===== config.mk =====
export PLATFORM = sky130hd
export DESIGN_NAME = cel_cell
export DESIGN_NICKNAME = d
export VERILOG_FILES = /design/src/rtl/cel_pkg.sv /design/src/rtl/cel_cell.sv
export SDC_FILE = /design/constraint.sdc
export NUM_CORES = 1
export LEC_CHECK = 0
export BUFFER_PORTS_ARGS = -buffer_cell sky130_fd_sc_hd__buf_2
export CORE_MARGIN = 2
export CORE_UTILIZATION = 45
export DETAILED_ROUTE_END_ITERATION = 7
export GPL_ROUTABILITY_DRIVEN = 1
export PLACE_DENSITY = 0.84
export SYNTH_ARGS = -nofsm -noshare
export SYNTH_HDL_FRONTEND = slang
export SYNTH_SLANG_ARGS = --single-unit

===== constraint.sdc =====
create_clock -name clk -period 4.35 [get_ports clk]
set_clock_uncertainty 0.15 [all_clocks]
set_input_delay 0.435 -clock clk [delete_from_list [all_inputs] [get_ports clk]]
set_output_delay 0.435 -clock clk [all_outputs]
set_load 0.05 [all_outputs]

===== src/rtl/cel_pkg.sv =====
// shared types and constants of the compacting entry list
`default_nettype none

package cel_pkg;

  localparam int OP_W   = 2;
  localparam int HASH_W = 32;
  localparam int IDX_W  = 7;
  localparam int REP_W  = 8;
  localparam int GEN_W  = 16;

  typedef enum logic [OP_W-1:0] {
    OP_ADD    = 2'd0,
    OP_REMOVE = 2'd1,
    OP_CLEAR  = 2'd2,
    OP_READ   = 2'd3
  } op_t;

  typedef enum logic [2:0] {
    CELL_HOLD   = 3'd0,
    CELL_APPEND = 3'd1,
    CELL_REMOVE = 3'd2,
    CELL_CLEAR  = 3'd3,
    CELL_ROTATE = 3'd4
  } cell_op_t;

  typedef struct packed {
    logic [HASH_W-1:0] folder;
    logic [HASH_W-1:0] file;
  } entry_t;

  typedef struct packed {
    cell_op_t op;
    entry_t   data;
  } cell_ctl_t;

  typedef struct packed {
    logic              ok;
    logic [REP_W-1:0]  count;
    logic [GEN_W-1:0]  generation;
    logic [REP_W-1:0]  batch_added;
    logic [HASH_W-1:0] read_folder;
    logic [HASH_W-1:0] read_file;
  } rsp_t;

endpackage

`default_nettype wire


===== src/rtl/cel_cell.sv =====
// one slot of the list: holds a hash pair and takes its neighbor's on a shift
`default_nettype none

module cel_cell import cel_pkg::*; #(
  parameter int POS   = 0,
  parameter int CNT_W = 8
) (
  input  wire logic             clk,
  input  wire cell_ctl_t        ctl,
  input  wire logic [CNT_W-1:0] sel,
  input  wire entry_t           nbr,
  output entry_t                entry
);

  localparam logic [CNT_W-1:0] POS_C = CNT_W'(POS);

  entry_t entry_r, entry_nxt;

  always_comb begin
    entry_nxt = entry_r;
    case (ctl.op)
      CELL_APPEND: begin
        if (POS_C == sel) entry_nxt = ctl.data;
      end
      // slots at and above the removed one move down by one
      CELL_REMOVE: begin
        if (POS_C >= sel) entry_nxt = nbr;
      end
      CELL_CLEAR:  entry_nxt = '0;
      CELL_ROTATE: entry_nxt = nbr;
      default:     entry_nxt = entry_r;
    endcase
  end

  always_ff @(posedge clk) begin
    entry_r <= entry_nxt;
  end

  assign entry = entry_r;

endmodule

`default_nettype wire


==> results.md <==
- Grt total ovfl: 0
- Final Max Tran Viols: 0
- RSZ-0062 raised after global routing: no
- Routed WL: ~7500 um
- Max VDD drop: ~0.2 mV
- GRT Total Usage: 0.1859
- Largest register FFs: between 60 and 70
- Max-capacitance violation count: 0
- Worst-path clk slew: roughly 0.070 ns
- Top cells by area, synth: edfxtp_1, mux2_2, nor2b_1
- Power Density: 374.4 nW/um^2
- Die area: ~8000 sq um
- Most common cell after layout, fill and taps aside: buf_2
- Final setup violation count: 0
- Rel. slew slack: 0.3166
- Final nets: roughly 560
- Worst-margin pin slew: about 1 ns
- Status: finished, final reports clean
- Routed WL per cell: 14.40 um
- Chip Width: ~90 um
- Fin crit share: 0.6058
- Via count: 2434
- Critical Path AT: approximately 2.6 ns
- CTS Buffer Depth: 2
- Pre-antenna DRT Iters: 4
- Iter 0 DRT Violations: 72
- GPL Wtd Cong: between 0.8 and 0.9
- Crit path kind: input port to register
- Avg Synthesized Cell Area: approximately 15 sq um
- Most frequent cells in the layout: buf_2, edfxtp_1, mux2_2, nor2b_1, clkbuf_8
- Min cycle time layout: roughly 2.6 ns
- Vias in the first global route: 2496
- Hold Fails Final Rpt: 0
- Synthesis-to-layout area growth: 39.50%
- Number of synthesized register bits: 64
- Total Neg Setup Slack: 0 ns
- Post-CTS setup buffer count: 0
- Netlist cell types: 17
- CORE AREA: about 6800 sq um
- Final WS setup: approximately 1.7 ns
- Via/cell ratio: about 4.7
- Initial antenna violation count: 0
- Crit path required time: 4.26 ns
- Design area: around 4500 sq um
- Cell leakage power: 1.946 nW
- Total CTS buffers: 9
- Fin cells: 518
- Chip height: ~88 um
- Post-detail-place hpwl: 5617 um
- ANT nets after route: 0
- Mapped Nets: approximately 350
- Ys Warns: 0
- Crit-path max FO: 37
- Post-CTS sizing: 0
- Critical Path Start Type: input port
- Seq/Total Area, Yosys: 0.5995
- Largest net degree at the start of global routing: 42
- Fraction of layout instances using a drive strength above 1: 0.6588
- Post-route DRC: 0
- Pre-CTS setup slack: approximately 1.3 ns
- Rows: 30
- Cell Area, Synth: around 3200 sq um
- Hold_buf cts: 0
- Dpl cells: 503
- Ports: 204
- Cells after synthesis: around 210
- First-pass GRT wire length: roughly 11000 um
- Cell taking the most area after synthesis: edfxtp_1
- Antenna Cells: 0
- IO buf count: roughly 200
- Clock Root Buffer: clkbuf_8
- Peak Freq: 379.5 MHz
- CTS tree: yes
- Worst hold-check path type: input port to register
- Clock Sinks: 64
- Placed Area: approximately 4300 sq um
- CP endpoint kind: register
- Top-area cell type share of the netlist area: 0.5995
- H-tree levels: 3
- Starting Density: 0.4692
-- path summary, 6_finish.rpt --
path | startpoint | endpoint | slack, ns | cells after the start
max | ctl[64] | entry[38] | 1.71 | 5
min | ctl[14] | entry[14] | 0.26 | 2
-- cells by family (layout without fill, tap and decap cells) --
group	count (synthesis)	in the layout	synth area share
AO/OA/AOI/OAI	2	2	0.004293
buffers and inverters	14	222	0.02732
AND/OR/NAND/NOR	69	69	0.1370
flip-flops	64	64	0.5995
multiplexers	65	65	0.2318
-- where the power goes --
part	leakage, nW	switching [W]	internal [W]
clock network	0.0849	0.000206	0.000256
logic	1.28	0.000296	0.000151
registers	0.582	0.0000137	0.000751
-- cell type report --
cell class / instances / area (sq um)
clock buffers: 10 / 127.6
clock inverters: 5 / 48.80
fillers: 550 / 2360
inverters: 1 / 3.754
multi-input cells: 136 / 1199
flip-flops and latches: 64 / 1922
well taps: 96 / 120.1
repair buffers: 206 / 1051
-- critical path, stage by stage --
cell	delay, ns
buf_2	0.42
nor2_1	0.18
mux2i_4	0.79
buf_12	0.30
mux2_2	0.37
-- synthesized netlist by cell type --
cell       instances
edfxtp_1          64
mux2_2            59
nor2b_1           56
and2b_1            8
clkbuf_1           6
mux2_1             5
buf_4              3
buf_6              3
nor4_1             2
a21oi_1            1
and3b_1            1
clkbuf_2           1
inv_1              1
mux2i_4            1
nand2_1            1
nor2_1             1
o2111ai_1          1
-- metrics by stage --
stage	hold WS, ns	utilization	total power (W)
after floorplan	0.4889	-	0.001100
after global placement	0.5752	0.6288	0.001220
after detailed placement	0.5816	0.6288	0.001229
after CTS	0.2456	0.6546	0.001691
after global routing	0.2447	0.6546	0.001746
final	0.2606	0.6546	0.001674
-- routing by layer --
metal  part of all wire  global-route usage
met5                  0                   0
met4              0.018             0.07851
met3              0.093             0.05504
met2               0.52              0.3438
met1               0.37              0.1956
(Power assumes the default switching activity.)
